==> config.mk <==
export PLATFORM = sky130hd
export DESIGN_NAME = two_nearest_point_finder_top_flat
export DESIGN_NICKNAME = d
export VERILOG_FILES = /design/src/hw/rtl/tnp_pkg.sv /design/src/hw/rtl/tnp_if.sv /design/src/hw/rtl/tnp_isqrt.sv /design/src/hw/rtl/tnp_datapath.sv /design/src/hw/rtl/tnp_ctrl.sv /design/src/hw/rtl/two_nearest_point_finder_top.sv /design/src/flat_wrapper.sv
export SDC_FILE = /design/constraint.sdc
export NUM_CORES = 2
export LEC_CHECK = 0
export BUFFER_PORTS_ARGS = -buffer_cell sky130_fd_sc_hd__buf_4
export CORE_UTILIZATION = 59
export CTS_BUF_LIST = sky130_fd_sc_hd__clkbuf_8 sky130_fd_sc_hd__clkbuf_16
export CTS_CLUSTER_DIAMETER = 150
export DETAILED_ROUTE_END_ITERATION = 12
export GPL_TIMING_DRIVEN = 0
export MAX_ROUTING_LAYER = met4
export PLACE_DENSITY_LB_ADDON = 0.05
export SETUP_SLACK_MARGIN = 0.3
export SYNTH_ARGS = -nofsm -noshare
export SYNTH_HDL_FRONTEND = slang
export SYNTH_SLANG_ARGS = --single-unit
==> constraint.sdc <==
create_clock -name clock -period 9.35 [get_ports clock]
set_input_delay 1.87 -clock clock [delete_from_list [all_inputs] [get_ports clock]]
set_output_delay 1.87 -clock clock [all_outputs]
set_load 0.02 [all_outputs]
==> src/hw/rtl/tnp_pkg.sv <==
// ----------------------------------------------------------------------------
// tnp_pkg
// Shared constants, register indexes and controller/datapath handshake types
// for the two nearest point finder.
// ----------------------------------------------------------------------------
package tnp_pkg;

   localparam int COORD_BITS_DEF = 20;
   localparam int INDEX_BITS_DEF = 16;
   localparam int AXES           = 3;
   localparam int CSR_INDEX_BITS = 2;

   localparam logic [CSR_INDEX_BITS-1:0] CSR_ORIGIN_X = 2'd0;
   localparam logic [CSR_INDEX_BITS-1:0] CSR_ORIGIN_Y = 2'd1;
   localparam logic [CSR_INDEX_BITS-1:0] CSR_ORIGIN_Z = 2'd2;

   typedef struct packed {
      logic load_point;
      logic square;
      logic update;
      logic root_go;
      logic root_sel_runner;
      logic store_best_root;
      logic store_runner_root;
      logic emit;
   } tnp_cmd_type;

   typedef struct packed {
      logic point_last;
      logic root_done;
      logic out_free;
   } tnp_status_type;

endpackage

==> src/hw/rtl/tnp_if.sv <==
// ----------------------------------------------------------------------------
// tnp_req_if / tnp_rsp_if
// Valid/ready channels for point requests and search results.
// ----------------------------------------------------------------------------
interface tnp_req_if #(
   parameter int COORD_BITS = tnp_pkg::COORD_BITS_DEF,
   parameter int INDEX_BITS = tnp_pkg::INDEX_BITS_DEF
);
   logic                         valid;
   logic                         ready;
   logic signed [COORD_BITS-1:0] point_x;
   logic signed [COORD_BITS-1:0] point_y;
   logic signed [COORD_BITS-1:0] point_z;
   logic        [INDEX_BITS-1:0] point_index;
   logic                         present;
   logic                         last_item;

   modport source (output valid, point_x, point_y, point_z, point_index, present, last_item,
                   input ready);
   modport sink (input valid, point_x, point_y, point_z, point_index, present, last_item,
                 output ready);
endinterface

interface tnp_rsp_if #(
   parameter int COORD_BITS = tnp_pkg::COORD_BITS_DEF,
   parameter int INDEX_BITS = tnp_pkg::INDEX_BITS_DEF
);
   logic                  valid;
   logic                  ready;
   logic                  nearest_found;
   logic [INDEX_BITS-1:0] nearest_index;
   logic [COORD_BITS:0]   nearest_distance;
   logic                  second_found;
   logic [INDEX_BITS-1:0] second_index;
   logic [COORD_BITS:0]   second_distance;

   modport source (output valid, nearest_found, nearest_index, nearest_distance,
                   second_found, second_index, second_distance,
                   input ready);
   modport sink (input valid, nearest_found, nearest_index, nearest_distance,
                 second_found, second_index, second_distance,
                 output ready);
endinterface

==> src/hw/rtl/tnp_isqrt.sv <==
// ----------------------------------------------------------------------------
// tnp_isqrt
// Iterative floor square root, one result bit per cycle.
// ----------------------------------------------------------------------------
module tnp_isqrt #(
   parameter int ROOT_BITS = tnp_pkg::COORD_BITS_DEF + 1
) (
   input  logic                   clock,
   input  logic                   reset,
   input  logic                   start,
   input  logic [2*ROOT_BITS-1:0] operand,
   output logic                   done,
   output logic [ROOT_BITS-1:0]   root
);

   localparam int CNT_BITS = $clog2(ROOT_BITS + 1);

   logic [2*ROOT_BITS-1:0] val_ff, val_in;
   logic [ROOT_BITS+1:0]   rem_ff, rem_in;
   logic [ROOT_BITS-1:0]   root_ff, root_in;
   logic [CNT_BITS-1:0]    cnt_ff, cnt_in;
   logic                   busy_ff, busy_in;
   logic                   done_ff, done_in;

   logic [ROOT_BITS+1:0]   rem_shift;
   logic [ROOT_BITS+1:0]   trial;

   always_comb begin
      rem_shift = {rem_ff[ROOT_BITS-1:0], val_ff[2*ROOT_BITS-1 -: 2]};
      trial     = {root_ff, 2'b01};
      val_in    = val_ff;
      rem_in    = rem_ff;
      root_in   = root_ff;
      cnt_in    = cnt_ff;
      busy_in   = busy_ff;
      done_in   = 1'b0;
      if (start) begin
         val_in  = operand;
         rem_in  = '0;
         root_in = '0;
         cnt_in  = CNT_BITS'(ROOT_BITS);
         busy_in = 1'b1;
      end else if (busy_ff) begin
         val_in = {val_ff[2*ROOT_BITS-3:0], 2'b00};
         if (rem_shift >= trial) begin
            rem_in  = rem_shift - trial;
            root_in = {root_ff[ROOT_BITS-2:0], 1'b1};
         end else begin
            rem_in  = rem_shift;
            root_in = {root_ff[ROOT_BITS-2:0], 1'b0};
         end
         cnt_in = cnt_ff - CNT_BITS'(1);
         if (cnt_ff == CNT_BITS'(1)) begin
            busy_in = 1'b0;
            done_in = 1'b1;
         end
      end
   end

   always_ff @(posedge clock) begin
      if (reset) begin
         busy_ff <= 1'b0;
         done_ff <= 1'b0;
         cnt_ff  <= '0;
      end else begin
         busy_ff <= busy_in;
         done_ff <= done_in;
         cnt_ff  <= cnt_in;
      end
      val_ff  <= val_in;
      rem_ff  <= rem_in;
      root_ff <= root_in;
   end

   assign done = done_ff;
   assign root = root_ff;

endmodule

==> src/hw/rtl/tnp_datapath.sv <==
// ----------------------------------------------------------------------------
// tnp_datapath
// Origin registers, axis distances, nearest/second search state, root unit
// and the result register.
// ----------------------------------------------------------------------------
module tnp_datapath #(
   parameter int COORD_BITS = tnp_pkg::COORD_BITS_DEF,
   parameter int INDEX_BITS = tnp_pkg::INDEX_BITS_DEF
) (
   input  logic                                clock,
   input  logic                                reset,
   input  logic                                csr_write_enable,
   input  logic [tnp_pkg::CSR_INDEX_BITS-1:0]  csr_index,
   input  logic [COORD_BITS-1:0]               csr_write_data,
   input  logic signed [COORD_BITS-1:0]        point_x,
   input  logic signed [COORD_BITS-1:0]        point_y,
   input  logic signed [COORD_BITS-1:0]        point_z,
   input  logic [INDEX_BITS-1:0]               point_index,
   input  logic                                present,
   input  logic                                last_item,
   input  tnp_pkg::tnp_cmd_type                cmd,
   output tnp_pkg::tnp_status_type             status,
   tnp_rsp_if.source                           rsp_ch
);

   localparam int SQ_BITS   = 2 * COORD_BITS + 2;
   localparam int DIST_BITS = COORD_BITS + 1;

   logic [COORD_BITS-1:0]   origin_ff [tnp_pkg::AXES];
   logic [COORD_BITS-1:0]   coord     [tnp_pkg::AXES];
   logic [COORD_BITS:0]     diff      [tnp_pkg::AXES];
   logic [COORD_BITS:0]     neg       [tnp_pkg::AXES];
   logic [COORD_BITS-1:0]   abs_in    [tnp_pkg::AXES];
   logic [COORD_BITS-1:0]   abs_ff    [tnp_pkg::AXES];
   logic [2*COORD_BITS-1:0] sq_ff     [tnp_pkg::AXES];

   logic                  present_ff;
   logic                  last_ff;
   logic [INDEX_BITS-1:0] index_ff;

   logic [SQ_BITS-1:0]    dist_sq;
   logic [SQ_BITS-1:0]    best_sq_ff;
   logic [INDEX_BITS-1:0] best_idx_ff;
   logic                  best_valid_ff;
   logic [SQ_BITS-1:0]    runner_sq_ff;
   logic [INDEX_BITS-1:0] runner_idx_ff;
   logic                  runner_valid_ff;

   logic [DIST_BITS-1:0]  best_root_ff;
   logic [DIST_BITS-1:0]  runner_root_ff;
   logic [DIST_BITS-1:0]  root;
   logic                  root_done;

   logic                  rsp_valid_ff;
   logic                  out_found_ff, out_second_ff;
   logic [INDEX_BITS-1:0] out_idx_ff, out_second_idx_ff;
   logic [DIST_BITS-1:0]  out_dist_ff, out_second_dist_ff;

   // origin registers
   always_ff @(posedge clock) begin
      if (reset) begin
         for (int a = 0; a < tnp_pkg::AXES; a++) begin
            origin_ff[a] <= '0;
         end
      end else if (csr_write_enable) begin
         case (csr_index)
            tnp_pkg::CSR_ORIGIN_X: origin_ff[0] <= csr_write_data;
            tnp_pkg::CSR_ORIGIN_Y: origin_ff[1] <= csr_write_data;
            tnp_pkg::CSR_ORIGIN_Z: origin_ff[2] <= csr_write_data;
            default: ;
         endcase
      end
   end

   // absolute axis differences
   always_comb begin
      coord[0] = point_x;
      coord[1] = point_y;
      coord[2] = point_z;
      for (int a = 0; a < tnp_pkg::AXES; a++) begin
         diff[a]   = {coord[a][COORD_BITS-1], coord[a]}
                   - {origin_ff[a][COORD_BITS-1], origin_ff[a]};
         neg[a]    = -diff[a];
         abs_in[a] = diff[a][COORD_BITS] ? neg[a][COORD_BITS-1:0] : diff[a][COORD_BITS-1:0];
      end
   end

   always_ff @(posedge clock) begin
      if (cmd.load_point) begin
         abs_ff     <= abs_in;
         present_ff <= present;
         last_ff    <= last_item;
         index_ff   <= point_index;
      end
      if (cmd.square) begin
         for (int a = 0; a < tnp_pkg::AXES; a++) begin
            sq_ff[a] <= abs_ff[a] * abs_ff[a];
         end
      end
   end

   assign dist_sq = SQ_BITS'(sq_ff[0]) + SQ_BITS'(sq_ff[1]) + SQ_BITS'(sq_ff[2]);

   // nearest and second search state
   always_ff @(posedge clock) begin
      if (reset) begin
         best_valid_ff   <= 1'b0;
         runner_valid_ff <= 1'b0;
      end else if (cmd.emit) begin
         best_valid_ff   <= 1'b0;
         runner_valid_ff <= 1'b0;
      end else if (cmd.update && present_ff) begin
         if (!best_valid_ff || dist_sq < best_sq_ff) begin
            runner_sq_ff    <= best_sq_ff;
            runner_idx_ff   <= best_idx_ff;
            runner_valid_ff <= best_valid_ff;
            best_sq_ff      <= dist_sq;
            best_idx_ff     <= index_ff;
            best_valid_ff   <= 1'b1;
         end else if (!runner_valid_ff || dist_sq < runner_sq_ff) begin
            runner_sq_ff    <= dist_sq;
            runner_idx_ff   <= index_ff;
            runner_valid_ff <= 1'b1;
         end
      end
   end

   tnp_isqrt #(
      .ROOT_BITS (DIST_BITS)
   ) u_isqrt (
      .clock   (clock),
      .reset   (reset),
      .start   (cmd.root_go),
      .operand (cmd.root_sel_runner ? runner_sq_ff : best_sq_ff),
      .done    (root_done),
      .root    (root)
   );

   always_ff @(posedge clock) begin
      if (cmd.store_best_root) begin
         best_root_ff <= root;
      end
      if (cmd.store_runner_root) begin
         runner_root_ff <= root;
      end
   end

   // result register
   always_ff @(posedge clock) begin
      if (reset) begin
         rsp_valid_ff <= 1'b0;
      end else if (cmd.emit) begin
         rsp_valid_ff <= 1'b1;
      end else if (rsp_ch.ready) begin
         rsp_valid_ff <= 1'b0;
      end
      if (cmd.emit) begin
         out_found_ff       <= best_valid_ff;
         out_idx_ff         <= best_valid_ff ? best_idx_ff : '0;
         out_dist_ff        <= best_valid_ff ? best_root_ff : '0;
         out_second_ff      <= runner_valid_ff;
         out_second_idx_ff  <= runner_valid_ff ? runner_idx_ff : '0;
         out_second_dist_ff <= runner_valid_ff ? runner_root_ff : '0;
      end
   end

   assign rsp_ch.valid            = rsp_valid_ff;
   assign rsp_ch.nearest_found    = out_found_ff;
   assign rsp_ch.nearest_index    = out_idx_ff;
   assign rsp_ch.nearest_distance = out_dist_ff;
   assign rsp_ch.second_found     = out_second_ff;
   assign rsp_ch.second_index     = out_second_idx_ff;
   assign rsp_ch.second_distance  = out_second_dist_ff;

   assign status.point_last = last_ff;
   assign status.root_done  = root_done;
   assign status.out_free   = !rsp_valid_ff || rsp_ch.ready;

endmodule

==> src/hw/rtl/tnp_ctrl.sv <==
// ----------------------------------------------------------------------------
// tnp_ctrl
// Sequencer: point intake, squaring, search update, root passes and result
// hand-off.
// ----------------------------------------------------------------------------
module tnp_ctrl (
   input  logic                    clock,
   input  logic                    reset,
   input  logic                    req_valid,
   output logic                    req_ready,
   input  tnp_pkg::tnp_status_type status,
   output tnp_pkg::tnp_cmd_type    cmd
);

   typedef enum logic [2:0] {
      S_IDLE,
      S_SQUARE,
      S_UPDATE,
      S_ROOT_BEST,
      S_WAIT_BEST,
      S_ROOT_RUNNER,
      S_WAIT_RUNNER,
      S_EMIT
   } state_type;

   state_type state_ff, state_in;

   always_comb begin
      state_in = state_ff;
      case (state_ff)
         S_IDLE:        if (req_valid) state_in = S_SQUARE;
         S_SQUARE:      state_in = S_UPDATE;
         S_UPDATE:      state_in = status.point_last ? S_ROOT_BEST : S_IDLE;
         S_ROOT_BEST:   state_in = S_WAIT_BEST;
         S_WAIT_BEST:   if (status.root_done) state_in = S_ROOT_RUNNER;
         S_ROOT_RUNNER: state_in = S_WAIT_RUNNER;
         S_WAIT_RUNNER: if (status.root_done) state_in = S_EMIT;
         S_EMIT:        if (status.out_free) state_in = S_IDLE;
         default:       state_in = S_IDLE;
      endcase
   end

   always_ff @(posedge clock) begin
      if (reset) begin
         state_ff <= S_IDLE;
      end else begin
         state_ff <= state_in;
      end
   end

   assign req_ready = (state_ff == S_IDLE);

   always_comb begin
      cmd                   = '0;
      cmd.load_point        = (state_ff == S_IDLE) && req_valid;
      cmd.square            = (state_ff == S_SQUARE);
      cmd.update            = (state_ff == S_UPDATE);
      cmd.root_go           = (state_ff == S_ROOT_BEST) || (state_ff == S_ROOT_RUNNER);
      cmd.root_sel_runner   = (state_ff == S_ROOT_RUNNER);
      cmd.store_best_root   = (state_ff == S_WAIT_BEST) && status.root_done;
      cmd.store_runner_root = (state_ff == S_WAIT_RUNNER) && status.root_done;
      cmd.emit              = (state_ff == S_EMIT) && status.out_free;
   end

endmodule

==> src/hw/rtl/two_nearest_point_finder_top.sv <==
// ----------------------------------------------------------------------------
// two_nearest_point_finder_top
// Each request passes through intake, square and compare/update; a new request
// is taken only once the previous one is through. A last request adds two root
// passes of the shared one-bit-per-cycle square root unit before the result.
// Reset (synchronous, active high) clears origins to 0 and empties the search.
// ----------------------------------------------------------------------------
module two_nearest_point_finder_top #(
   parameter int COORD_BITS = tnp_pkg::COORD_BITS_DEF,
   parameter int INDEX_BITS = tnp_pkg::INDEX_BITS_DEF
) (
   input  logic                               clock,
   input  logic                               reset,
   tnp_req_if.sink                            req_ch,
   tnp_rsp_if.source                          rsp_ch,
   input  logic                               csr_write_enable,
   input  logic [tnp_pkg::CSR_INDEX_BITS-1:0] csr_index,
   input  logic [COORD_BITS-1:0]              csr_write_data
);

   tnp_pkg::tnp_cmd_type    cmd;
   tnp_pkg::tnp_status_type status;
   logic                    req_ready;

   tnp_ctrl u_ctrl (
      .clock     (clock),
      .reset     (reset),
      .req_valid (req_ch.valid),
      .req_ready (req_ready),
      .status    (status),
      .cmd       (cmd)
   );

   assign req_ch.ready = req_ready;

   tnp_datapath #(
      .COORD_BITS (COORD_BITS),
      .INDEX_BITS (INDEX_BITS)
   ) u_datapath (
      .clock            (clock),
      .reset            (reset),
      .csr_write_enable (csr_write_enable),
      .csr_index        (csr_index),
      .csr_write_data   (csr_write_data),
      .point_x          (req_ch.point_x),
      .point_y          (req_ch.point_y),
      .point_z          (req_ch.point_z),
      .point_index      (req_ch.point_index),
      .present          (req_ch.present),
      .last_item        (req_ch.last_item),
      .cmd              (cmd),
      .status           (status),
      .rsp_ch           (rsp_ch)
   );

endmodule
==> src/flat_wrapper.sv <==
// flat-port wrapper written by rule: the top's interface ports become plain ports
module two_nearest_point_finder_top_flat 
#(
   parameter int COORD_BITS = tnp_pkg::COORD_BITS_DEF,
   parameter int INDEX_BITS = tnp_pkg::INDEX_BITS_DEF
)
  (clock, reset, csr_write_enable, csr_index, csr_write_data, req_ch_valid, req_ch_point_x, req_ch_point_y, req_ch_point_z, req_ch_point_index, req_ch_present, req_ch_last_item, req_ch_ready, rsp_ch_valid, rsp_ch_nearest_found, rsp_ch_nearest_index, rsp_ch_nearest_distance, rsp_ch_second_found, rsp_ch_second_index, rsp_ch_second_distance, rsp_ch_ready);
  tnp_req_if #(.COORD_BITS(COORD_BITS), .INDEX_BITS(INDEX_BITS)) req_ch_i ();
  tnp_rsp_if #(.COORD_BITS(COORD_BITS), .INDEX_BITS(INDEX_BITS)) rsp_ch_i ();
  input  logic clock;
  input  logic reset;
  input  logic csr_write_enable;
  input  logic [tnp_pkg::CSR_INDEX_BITS-1:0] csr_index;
  input  logic [COORD_BITS-1:0] csr_write_data;
  input wire logic [$bits(req_ch_i.valid)-1:0] req_ch_valid;
  input wire logic [$bits(req_ch_i.point_x)-1:0] req_ch_point_x;
  input wire logic [$bits(req_ch_i.point_y)-1:0] req_ch_point_y;
  input wire logic [$bits(req_ch_i.point_z)-1:0] req_ch_point_z;
  input wire logic [$bits(req_ch_i.point_index)-1:0] req_ch_point_index;
  input wire logic [$bits(req_ch_i.present)-1:0] req_ch_present;
  input wire logic [$bits(req_ch_i.last_item)-1:0] req_ch_last_item;
  output wire logic [$bits(req_ch_i.ready)-1:0] req_ch_ready;
  output wire logic [$bits(rsp_ch_i.valid)-1:0] rsp_ch_valid;
  output wire logic [$bits(rsp_ch_i.nearest_found)-1:0] rsp_ch_nearest_found;
  output wire logic [$bits(rsp_ch_i.nearest_index)-1:0] rsp_ch_nearest_index;
  output wire logic [$bits(rsp_ch_i.nearest_distance)-1:0] rsp_ch_nearest_distance;
  output wire logic [$bits(rsp_ch_i.second_found)-1:0] rsp_ch_second_found;
  output wire logic [$bits(rsp_ch_i.second_index)-1:0] rsp_ch_second_index;
  output wire logic [$bits(rsp_ch_i.second_distance)-1:0] rsp_ch_second_distance;
  input wire logic [$bits(rsp_ch_i.ready)-1:0] rsp_ch_ready;
  assign req_ch_i.valid = req_ch_valid;
  assign req_ch_i.point_x = req_ch_point_x;
  assign req_ch_i.point_y = req_ch_point_y;
  assign req_ch_i.point_z = req_ch_point_z;
  assign req_ch_i.point_index = req_ch_point_index;
  assign req_ch_i.present = req_ch_present;
  assign req_ch_i.last_item = req_ch_last_item;
  assign req_ch_ready = req_ch_i.ready;
  assign rsp_ch_valid = rsp_ch_i.valid;
  assign rsp_ch_nearest_found = rsp_ch_i.nearest_found;
  assign rsp_ch_nearest_index = rsp_ch_i.nearest_index;
  assign rsp_ch_nearest_distance = rsp_ch_i.nearest_distance;
  assign rsp_ch_second_found = rsp_ch_i.second_found;
  assign rsp_ch_second_index = rsp_ch_i.second_index;
  assign rsp_ch_second_distance = rsp_ch_i.second_distance;
  assign rsp_ch_i.ready = rsp_ch_ready;
  two_nearest_point_finder_top #(.COORD_BITS(COORD_BITS), .INDEX_BITS(INDEX_BITS)) u_core (.clock(clock), .reset(reset), .req_ch(req_ch_i), .rsp_ch(rsp_ch_i), .csr_write_enable(csr_write_enable), .csr_index(csr_index), .csr_write_data(csr_write_data));
endmodule
==> impl_metrics.json <==
{
  "cts.sinks": 586,
  "ant_nets": 0,
  "grt_pass1_vias": 46500,
  "clockBufferDepth": 3,
  "nFillCells": 8850,
  "yosys.area.top_type_share_pct": 27.2,
  "clock-root-buffer": "clkbuf_16",
  "synth_seq_cells": 586,
  "syn_inst": 6279,
  "worst-path-max-fanout": 10,
  "synth-simple-area-share_pct": 11.0,
  "dieArea_um2": 111000,
  "synth.area.mux_share_pct": 1.59,
  "relSlewSlack_pct": 35.2,
  "grt_pass1_wl_um": 249000,
  "worstPathCellList": "clkbuf_1, clkbuf_1, nand2_1, fa_1, inv_1, fa_1, fa_1, fa_1, inv_1, fa_1, inv_1, fa_1, fa_1, ha_1, or3_1, o21ai_0, o41ai_1, a21oi_1, o21ai_0, a21oi_1, o21ai_0, xnor2_1",
  "slowest_delay_ns": 0.74,
  "via_per_inst": 5.52,
  "slowest_stage": "o41ai_1",
  "yosys-top-cells-area": "fa_1 27%, edfxtp_1 25%, ha_1 13%",
  "avgSynthCellArea_um2": 10.3,
  "dp_hpwl_um": 129000,
  "die_w_um": 333,
  "finalNetCount": 8188,
  "io_pins": 183,
  "clk_pin_slew_ns": 0.06,
  "wl_um": 157000,
  "drt_iter0_markers": 2736,
  "synth_compound_area_share_pct": 8.63,
  "synthDistinctLibCells": 97,
  "postCtsHoldBufs": 0,
  "outcome": "completed",
  "clock_latency_ns": 0.65,
  "synth-xor-area-share_pct": 4.05,
  "drv_cap": 0,
  "vias": 44200,
  "min_path_type": "register to register",
  "overflow": 0,
  "skew_ns": 0.0412,
  "post_cts_resized": 0,
  "rsz0062_at_grt": "no",
  "area_delta_synth_final_pct": 9.15,
  "setup_violations": 0,
  "crit_arrival_ns": 9.09,
  "synth_ff_type": "edfxtp_1",
  "seq_area_frac_synth_pct": 26.4,
  "gr-usage-all-layers_pct": 30.0,
  "synth-adder-area-share_pct": 39.9,
  "whs_ns": 0.437,
  "yosysMostFrequentCell": "inv_1",
  "start_util_pct": 59.9,
  "start_kind": "register",
  "worstPathRequired_ns": 9.74,
  "hold_viol": 0,
  "first_pass_iters": 7,
  "cts_tree": "done",
  "dieHeight_um": 333,
  "finalMaxSlewViolations": 0,
  "period_minus_slack_ns": 8.70,
  "critPathKind": "register to register",
  "drive_above_1_share_pct": 6.71,
  "rows": 120,
  "max_freq_mhz": 115,
  "wl_per_cell_um": 19.5,
  "diodes": 0,
  "core_area_um2": 108000,
  "period_share_pct": 93.1,
  "grt_max_degree": 61,
  "crit_path_end_kind": "register",
  "yosys_warnings": 0,
  "yosysTopAreaCell": "fa_1",
  "synth_common_cells": "1,248 x inv_1, 876 x fa_1, 657 x ha_1",
  "gp_congestion": 0.956,
  "synth.cell_area_um2": 64600,
  "synth_top_family_by_area": "adder cells",
  "drc": 0,
  "post-cts-setup-buffers": 0,
  "worstMarginPinSlew_ns": 0.971,
  "h-tree-depth": 3,
  "critPathMostFrequentCell": "fa_1",
  "synthArstFlopShare_pct": 0,
  "io_buffers": 181,
  "cts_inserted_buffers": 68,
  "syn_nets": 7917,
  "antenna_found_initial": 0,
  "synth_edf_count": 531
}
metal layers:
layer	GRT usage, %	wire, um	vias to the layer above	share of wire (%)
met5	-	0	-	0
met4	9.17	5150	0	3.3
met3	4.66	9900	234	6.3
met2	48.7	74000	1186	47
met1	39.0	67400	21900	43
li1	-	-	20900	-
critical path, delay by kind of cell (launching register included):
kind                       cells  cell delay, ns
adders and majority gates      8            4.01
AOI/OAI and AO/OA              6            2.06
buffers and inverters          5            1.58
DFF                            1            0.40
and+or+nand+nor                2            0.30
xor gates and xnor gates       1            0.09
registers in the layout (all words and copies together) (netlist names), 16 cells and up:
name and cells:
u_core.u_datapath.best_idx_ff 16, u_core.u_datapath.index_ff 16, u_core.u_datapath.u_isqrt.val_ff 42, u_core.u_datapath.runner_idx_ff 16
u_core.u_datapath.rsp_ch.second_index 16, u_core.u_datapath.rsp_ch.nearest_distance 21, u_core.u_datapath.u_isqrt.rem_ff 21, u_core.u_datapath.origin_ff 60
u_core.u_datapath.best_sq_ff 42, u_core.u_datapath.rsp_ch.second_distance 21, u_core.u_datapath.abs_ff 60, u_core.u_datapath.best_root_ff 21
u_core.u_datapath.runner_root_ff 21, u_core.u_datapath.sq_ff 117, u_core.u_datapath.rsp_ch.nearest_index 16, u_core.u_datapath.runner_sq_ff 42
u_core.u_datapath.u_isqrt.root 21
path summary, 6_finish.rpt:
path	from	to	slack [ns]	cells past startpoint
hold reg to reg	u_core.u_datapath.index_ff[15]$_DFFE_PP_	u_core.u_datapath.best_idx_ff[15]$_DFFE_PP_	0.44	0
setup reg to reg	u_core.u_datapath.abs_ff[8]$_DFFE_PP_	u_core.u_datapath.sq_ff[0][116]$_DFFE_PP_	0.65	22
hold / removal	u_core.u_datapath.index_ff[15]$_DFFE_PP_	u_core.u_datapath.best_idx_ff[15]$_DFFE_PP_	0.44	0
setup / recovery	u_core.u_datapath.abs_ff[8]$_DFFE_PP_	u_core.u_datapath.sq_ff[0][116]$_DFFE_PP_	0.65	22
layout make-up:
type / count / area, um2 / area share, %
Inverter: 1250 / 4690 / 6.66
Clock inverter: 55 / 638 / 0.905
Tap cell: 1403 / 1760 / 2.49
Sequential cell: 586 / 17000 / 24.2
Buffer: 195 / 747 / 1.06
Timing Repair Buffer: 201 / 1720 / 2.44
Clock buffer: 70 / 1730 / 2.45
Multi-Input combinational cell: 4248 / 42100 / 59.8
kinds of logic after synthesis:
group	Yosys count
fa+ha+maj	1534
simple gates	1454
buf+inv	1445
compound gates	867
flops	586
xor+xnor	297
mux	95
other cells	1
stage by stage:
stage               worst slack [ns]  instances  setup TNS [ns]  util [%]  area [um2]
floorplan                       1.27       6279               0         -       64600
global route                   0.303       8008               0      65.4       70500
finish                         0.646       8008               0      65.4       70500
global placement               -2.95       7863         -327.40      62.8       67700
CTS                            0.373       8008               0      65.4       70500
detailed placement             0.400       7883               0      63.2       68100
cell usage in the layout, fill, tap and decap left out, types with 36 or more instances in the layout:
cell,instances
mux2_2,58
inv_1,1258
nor3_1,47
nand4_1,38
nand3_1,69
fa_1,876
a21o_1,126
clkbuf_16,68
ha_1,657
dfxtp_1,55
nand2b_1,41
a21oi_1,275
xor2_1,108
and2_1,325
o21ai_0,187
xnor2_1,187
edfxtp_1,531
mux2i_1,36
nor2b_1,55
o21a_1,39
clkbuf_1,174
nor2_1,255
buf_4,182
nand2_1,526
Power is not shown: default switching activity piles up to over one toggle a cycle in this logic, so the estimate is an artifact.
